==> config.mk <==
export PLATFORM = sky130hd
export DESIGN_NAME = mclp_parser
export DESIGN_NICKNAME = d
export VERILOG_FILES = /design/src/hdl/mclp_pkg.sv /design/src/hdl/mclp_parser.sv
export SDC_FILE = /design/constraint.sdc
export NUM_CORES = 1
export LEC_CHECK = 0
export BUFFER_PORTS_ARGS = -buffer_cell sky130_fd_sc_hd__buf_2
export CAP_MARGIN = 20
export CORE_MARGIN = 3
export CORE_UTILIZATION = 27
export CTS_BUF_LIST = sky130_fd_sc_hd__clkbuf_4 sky130_fd_sc_hd__clkbuf_8 sky130_fd_sc_hd__clkbuf_16
export CTS_CLUSTER_DIAMETER = 40
export DETAILED_ROUTE_END_ITERATION = 7
export HOLD_SLACK_MARGIN = 0.15
export PLACE_DENSITY = 0.54
export SLEW_MARGIN = 0
export SYNTH_ARGS = -nofsm -noshare
export SYNTH_HDL_FRONTEND = slang
export SYNTH_SLANG_ARGS = --single-unit
==> constraint.sdc <==
create_clock -name clk_i -period 5.55 [get_ports clk_i]
set_clock_uncertainty 0.15 [all_clocks]
set_input_delay 0.2775 -clock clk_i [delete_from_list [all_inputs] [get_ports clk_i]]
set_output_delay 0.2775 -clock clk_i [all_outputs]
set_load 0.005 [all_outputs]
==> src/hdl/mclp_pkg.sv <==
// Shared types, codes and character constants of the monitor command line parser.
// No dependencies; every other file imports this package.
package mclp_pkg;

  localparam int unsigned HEX_DIGITS_DEF = 8;
  localparam int unsigned ADDR_W         = 32;
  localparam int unsigned CFG_IDX_W      = 2;

  localparam logic [7:0] CH_NUL   = 8'h00;
  localparam logic [7:0] CH_LF    = 8'h0A;
  localparam logic [7:0] CH_CR    = 8'h0D;
  localparam logic [7:0] CH_SPACE = 8'h20;
  localparam logic [7:0] CH_ZERO  = 8'h30;
  localparam logic [7:0] CH_X_UP  = 8'h58;
  localparam logic [7:0] CH_X_LO  = 8'h78;
  localparam logic [7:0] CH_CASE  = 8'h20;

  localparam logic [7:0] CH_L_LO  = 8'h6C;
  localparam logic [7:0] CH_G_LO  = 8'h67;
  localparam logic [7:0] CH_R_LO  = 8'h72;
  localparam logic [7:0] CH_M_LO  = 8'h6D;
  localparam logic [7:0] CH_K_LO  = 8'h6B;
  localparam logic [7:0] CH_F_LO  = 8'h66;

  localparam logic [CFG_IDX_W-1:0] CFG_RAM_LOW   = 2'd0;
  localparam logic [CFG_IDX_W-1:0] CFG_RAM_HIGH  = 2'd1;
  localparam logic [CFG_IDX_W-1:0] CFG_IMAGE_END = 2'd2;

  typedef enum logic [2:0] {
    CMD_EMPTY   = 3'd0,
    CMD_LOAD    = 3'd1,
    CMD_GO      = 3'd2,
    CMD_READ    = 3'd3,
    CMD_MUSIC   = 3'd4,
    CMD_LEDS    = 3'd5,
    CMD_FIB     = 3'd6,
    CMD_UNKNOWN = 3'd7
  } cmd_e;

  typedef enum logic [1:0] {
    ERR_NONE   = 2'd0,
    ERR_PREFIX = 2'd1,
    ERR_DIGIT  = 2'd2,
    ERR_DELIM  = 2'd3
  } err_e;

  typedef enum logic [6:0] {
    PH_SKIP   = 7'b0000001,
    PH_LETTER = 7'b0000010,
    PH_SPACES = 7'b0000100,
    PH_PREFIX = 7'b0001000,
    PH_DIGITS = 7'b0010000,
    PH_DELIM  = 7'b0100000,
    PH_DONE   = 7'b1000000
  } phase_e;

  typedef struct packed {
    logic [ADDR_W-1:0] ram_low;
    logic [ADDR_W-1:0] ram_high;
    logic [ADDR_W-1:0] image_end;
  } mclp_bounds_t;

  typedef struct packed {
    cmd_e              command;
    err_e              hex_error;
    logic [ADDR_W-1:0] address;
    logic              address_ok;
  } mclp_result_t;

  typedef struct packed {
    logic       valid;
    logic [3:0] value;
  } hex_digit_t;

  function automatic hex_digit_t hex_decode(input logic [7:0] c);
    hex_digit_t r;
    r.valid = 1'b1;
    r.value = c[3:0];
    if (c inside {[8'h30:8'h39]}) begin
      r.value = c[3:0];
    end else if (c inside {[8'h41:8'h46], [8'h61:8'h66]}) begin
      r.value = c[3:0] + 4'd9;
    end else begin
      r.valid = 1'b0;
    end
    return r;
  endfunction

  function automatic cmd_e letter_command(input logic [7:0] c);
    cmd_e r;
    case (c | CH_CASE)
      CH_L_LO: r = CMD_LOAD;
      CH_G_LO: r = CMD_GO;
      CH_R_LO: r = CMD_READ;
      CH_M_LO: r = CMD_MUSIC;
      CH_K_LO: r = CMD_LEDS;
      CH_F_LO: r = CMD_FIB;
      default: r = CMD_UNKNOWN;
    endcase
    return r;
  endfunction

endpackage

==> src/hdl/mclp_parser.sv <==
// Per-character parse state and line result logic of the command line parser.
// Depends on mclp_pkg.
module mclp_parser
  import mclp_pkg::*;
#(
  parameter int unsigned HEX_DIGITS = HEX_DIGITS_DEF
) (
  input  logic         clk_i,
  input  logic         rst_ni,
  input  logic         item_take_i,
  input  logic [7:0]   ch_i,
  input  logic         line_end_i,
  input  mclp_bounds_t bounds_i,
  output logic         result_valid_o,
  output mclp_result_t result_o
);

  localparam int unsigned CNT_W = $clog2(HEX_DIGITS + 1);
  localparam logic [CNT_W-1:0] LAST_DIGIT = CNT_W'(HEX_DIGITS - 1);

  phase_e             phase_q, phase_d;
  cmd_e               cmd_q, cmd_d;
  err_e               err_q, err_d;
  logic [CNT_W-1:0]   count_q, count_d;
  logic [ADDR_W-1:0]  acc_q, acc_d;
  hex_digit_t         digit;
  mclp_result_t       res;

  assign digit = hex_decode(ch_i);

  always_comb begin
    phase_d = phase_q;
    cmd_d   = cmd_q;
    err_d   = err_q;
    count_d = count_q;
    acc_d   = acc_q;
    if (item_take_i && line_end_i) begin
      phase_d = PH_SKIP;
      cmd_d   = CMD_EMPTY;
      err_d   = ERR_NONE;
      count_d = '0;
      acc_d   = '0;
    end else if (item_take_i) begin
      case (phase_q)
        PH_SKIP: begin
          if (ch_i != CH_SPACE && ch_i != CH_NUL) begin
            cmd_d   = letter_command(ch_i);
            phase_d = (cmd_d inside {CMD_LOAD, CMD_GO, CMD_READ}) ? PH_LETTER : PH_DONE;
          end
        end
        PH_LETTER: begin
          if (ch_i == CH_SPACE) begin
            phase_d = PH_SPACES;
          end else begin
            cmd_d   = CMD_UNKNOWN;
            phase_d = PH_DONE;
          end
        end
        PH_SPACES: begin
          if (ch_i == CH_ZERO) begin
            phase_d = PH_PREFIX;
          end else if (ch_i != CH_SPACE) begin
            err_d   = ERR_PREFIX;
            phase_d = PH_DONE;
          end
        end
        PH_PREFIX: begin
          if (ch_i == CH_X_LO || ch_i == CH_X_UP) begin
            phase_d = PH_DIGITS;
            count_d = '0;
            acc_d   = '0;
          end else begin
            err_d   = ERR_PREFIX;
            phase_d = PH_DONE;
          end
        end
        PH_DIGITS: begin
          if (digit.valid) begin
            acc_d   = {acc_q[ADDR_W-5:0], digit.value};
            count_d = count_q + CNT_W'(1);
            if (count_q == LAST_DIGIT) begin
              phase_d = PH_DELIM;
            end
          end else begin
            err_d   = ERR_DIGIT;
            phase_d = PH_DONE;
          end
        end
        PH_DELIM: begin
          if (!(ch_i == CH_NUL || ch_i == CH_SPACE || ch_i == CH_CR || ch_i == CH_LF)) begin
            err_d = ERR_DELIM;
          end
          phase_d = PH_DONE;
        end
        default: begin
        end
      endcase
    end
  end

  always_comb begin
    res.command    = cmd_q;
    res.hex_error  = ERR_NONE;
    res.address    = '0;
    res.address_ok = 1'b0;
    if (cmd_q inside {CMD_LOAD, CMD_GO, CMD_READ}) begin
      case (phase_q)
        PH_LETTER:            res.command   = CMD_UNKNOWN;
        PH_SPACES, PH_PREFIX: res.hex_error = ERR_PREFIX;
        PH_DIGITS:            res.hex_error = ERR_DIGIT;
        default:              res.hex_error = err_q;
      endcase
      if (res.command == CMD_UNKNOWN) begin
        res.hex_error = ERR_NONE;
      end else if (res.hex_error == ERR_NONE) begin
        res.address    = acc_q;
        res.address_ok = (acc_q < bounds_i.ram_high) && (acc_q >= bounds_i.ram_low) &&
                         (acc_q > bounds_i.image_end) && (acc_q[1:0] == 2'b00);
      end
    end
  end

  assign result_valid_o = item_take_i && line_end_i;
  assign result_o       = res;

  always_ff @(posedge clk_i or negedge rst_ni) begin
    if (!rst_ni) begin
      phase_q <= PH_SKIP;
      cmd_q   <= CMD_EMPTY;
      err_q   <= ERR_NONE;
      count_q <= '0;
      acc_q   <= '0;
    end else begin
      phase_q <= phase_d;
      cmd_q   <= cmd_d;
      err_q   <= err_d;
      count_q <= count_d;
      acc_q   <= acc_d;
    end
  end

endmodule

* Word level (Yosys, flattened, before mapping)
Cells that the tools add are included.
Storage, ports and cells: bits of input ports 108, register bits 48, output and inout port bits 39
Cells by class: mux-type cells 51, $add $sub $neg 2, equal/unequal tests 38, magnitude comparators 9, reductions and logical operators 29
Operators with widths (count):
- two-way mux 32 bit | 4
- two-way mux 7 bit | 10
- two-way mux 33 bit | 2
- case mux 32 bit (2 select lines) | 1
- == test 7 x 6 -> 1 bit (second input constant) | 7
- case mux 7 bit (6 select lines) | 1
- two-way mux 38 bit | 1
- >= comparator 32 bit | 1
- greater-than comparator 32 bit | 1
- less-than comparator 32 bit | 1
- two-way mux 3 bit | 10
- != test 3 bit (second input constant) | 9
- two-way mux 4 bit | 6
- two-way mux 2 bit | 9
- case mux 3 bit (6 select lines) | 1
- == test 8 x 4 -> 1 bit (second input constant) | 2
- == test 8 x 6 -> 1 bit (second input constant) | 2
- == test 8 x 7 -> 1 bit (second input constant) | 2
- >= comparator 8 x 7 -> 1 bit (second input constant) | 2
- <= comparator 8 x 7 -> 1 bit (second input constant) | 2
- == test 3 x 2 -> 1 bit (second input constant) | 4
- nonzero test 3 bit | 4
- >= comparator 8 x 6 -> 1 bit (second input constant) | 1
- <= comparator 8 x 6 -> 1 bit (second input constant) | 1
- other kinds (29) | 45

* Depth between registers and ports, before layout
depth after elaboration 13, gate-level depth with buffers 10

* Least setup slack after synthesis
No wires, ideal clock.
path kind reg-to-output, start point register acc_q[31], end point output port result_o[0] (netlist bit), path buffers 0, arrival 1.800 ns, slack 3.323 ns, required time 5.123 ns, cell stages (with the launch flop) 8, cell sequence dfrtp_1 ha_1 nand4_1 nor4_1 nand2_1 or3_1 o22ai_1 nor3_1
RTL lines:
- from (decl) | RTL line mclp_parser.sv:25 | logic [ADDR_W-1:0] acc_q, acc_d;
- from (signal assigned) | RTL line mclp_parser.sv:132 | acc_q <= '0;
- from (signal assigned) | RTL line mclp_parser.sv:138 | acc_q <= acc_d;
- to (decl) | RTL line mclp_parser.sv:15 | output mclp_result_t result_o

==> out/results.tsv <==
metric	value	unit
Area Overhead vs Synth	21.0	%
YS warnings	0	
slowest CP cell	dfrtp_1	
Worst EP required	5120	ps
Port-buffer cells	146	
MaxCap Viol Count	0	
main area contributors after synthesis	ha_1 (23%), dfrtp_1 (22%), inv_1 (7.2%)	
worst hold-check path type	in -> reg	
critical path depth in cells	8	
setup violators final	0	
hold depth	2	
Synth async-reset ratio	1.00	
critical path type	reg -> out	
Avg Inst Size Synth	8.39	sq um
FF/Latch Area	1200	sq um
H-tree depth	2	
delay-heaviest family, CP	compound AO/OA/AOI/OAI gates	
max-slew violation count	0	
total grt overflow	0	
largest net degree at the start of global routing	49	
min cycle time layout	3160	ps
final WL	16.2	mm
RSZ-0062 raised after global routing	no	
Total GRT Usage	0.147	
Synth area leader	ha_1	
dpl cell area	6310	sq um
postcts setup bufs	0	
CTS sink count	48	
WP buf/inv	1	
1st-iter DRT viols	215	
worst skew pair latency	290	ps
Die X	147	um
clock-pin slew on the worst setup and hold paths	70	ps
register bit total from synthesis	48	
register area share after synthesis	0.225	
Nets	984	
Least-Margin Pin Slew	900	ps
CTS Root Cell	clkbuf_16	
r2r worst-path depth	6	
fmax	317	MHz
critical path cell sequence	ha_1, nor2b_1, o211ai_1, a2111o_1, a31oi_1, nor4_1, nor3_1, buf_2	
Post-synth EDFFs	0	
first-pass GRT wire length	25.9	mm
status	finished, final reports clean	
DRT Pass-1 Iters	4	
Worst Setup Start Kind	flip-flop	
WL/cell	15.6	um
die area	21600	sq um
setup TNS	0	ps
cell area after layout	6480	sq um
Mapped Cells	638	
CORE AREA	19100	sq um
maximum fanout along the worst path	7	
vias	4944	
final hold vios	0	
worst vdd ir	0.000130	V
TritonCTS clock tree	built	
initial antenna violation count	1	
Synth Net Count	846	
Final GP Congestion	0.833	
share of cells above drive strength 1	0.231	
largest buffer count on any clock path	2	
hold buffers post-CTS	1	
Leakage	3.66	nW
Syn Std Cell Area	5360	sq um
vias in the first global route	4940	
P per Cell Area	136	nW/um^2
Fill cells	2032	
# IOs	147	
n_diodes	0	
Worst slew margin	0.400	
DP Wirelength	13.0	mm
Cell variety after synth	67	
Worst Setup End Kind	output pin	
critical path arrival	2730	ps
Antenna Nets Post-Route	0	
period utilization	0.569	
Top FF cell, synth	dfrtp_1	
multi-input logic area	3640	sq um
Chip Height	147	um
CTS buffer count	5	
top cell type's share of synthesized area	0.234	
DR DRC count	0	
post_cts resized	0	
critical path's largest stage delay	520	ps
Row Count	50	
initial core utilization	0.281	
Avg Vias per Cell	4.77	
## stage by stage
stage	std cells	utilization	power, mW	hold WS [ps]	worst slack, ps
2_1_floorplan	638	-	0.484	-168	3320
3_3_place_gp	1027	0.331	0.568	289	2590
3_5_place_dp	1027	0.331	0.569	283	2580
4_1_cts	1035	0.339	0.887	183	2290
5_1_grt	1036	0.340	0.928	212	2240
6_report	1036	0.340	0.878	189	2390
## path summary, 6_finish.rpt
check,start,to,slack (ps)
worst min register to register,count_q[2],count_q[2],360
worst min-delay path,line_end_i,err_q[0],190
min in group asynchronous,rst_ni,acc_q[29],490
worst max-delay path,acc_q[1],result_o[0],2390
worst max register to register,phase_q[0],acc_q[29],2920
max in group asynchronous,rst_ni,phase_q[6],4330
## registers in the layout, indices dropped and copies added (netlist names)
| register | count |
|---|---|
| err_q | 2 |
| acc_q | 32 |
| cmd_q | 3 |
| count_q | 4 |
| phase_q | 7 |
## synthesized netlist by cell type, types with 14 or more instances
cell type  instances
inv_1            103
ha_1             100
dfrtp_1           47
nand2_1           45
a21oi_1           38
and2_1            32
a22o_1            28
nor2_1            25
a21o_1            19
o21ai_0           18
nand3_1           15
nand4_1           15
nor3_1            14
## report_power, final
part	internal [mW]	switching, mW	total [mW]
logic	0.0825	0.115	0.197
clock network	0.178	0.134	0.312
registers	0.357	0.0119	0.369
total	0.618	0.261	0.878
## cell families (layout without fill, tap and decap cells)
family,count (synthesis),after routing,share of synthesized area
AND/OR/NAND/NOR,190,190,0.198
AO/OA/AOI/OAI,166,166,0.226
buffers and inverters,124,262,0.0993
adder cells (fa/ha/maj),100,100,0.234
flip-flops,48,48,0.225
multiplexers,6,6,0.0121
XOR/XNOR,4,4,0.00654
## cells in the final DEF, fill, tap and decap left out, drive strengths merged, types with 16 or more instances in the layout
cell | synthesis | layout
dfrtp | 47 | 47
nand4 | 16 | 16
buf | 16 | 150
and2 | 32 | 32
ha | 100 | 100
a21oi | 39 | 39
inv | 103 | 103
nand2 | 45 | 45
a22o | 28 | 28
o21ai | 24 | 24
nor2 | 28 | 28
a21o | 19 | 19
## layer usage
layer / vias up / global-route usage / wire length (um)
met5: - / 0 / 0
met4: 0 / 0.0334 / 274
met3: 20 / 0.0188 / 750
met2: 128 / 0.252 / 7570
met1: 2231 / 0.197 / 7610
li1: 2565 / - / -
## final cells by class
cell class / count / share of cell area
clock buffers: 6 / 0.0214
well taps: 260 / 0.0502
clock inverters: 1 / 0.00135
inverters: 104 / 0.0602
flip-flops and latches: 48 / 0.186
repair buffers: 151 / 0.120
multi-input cells: 466 / 0.561
No activity file was read; power rests on OpenSTA's default activity.
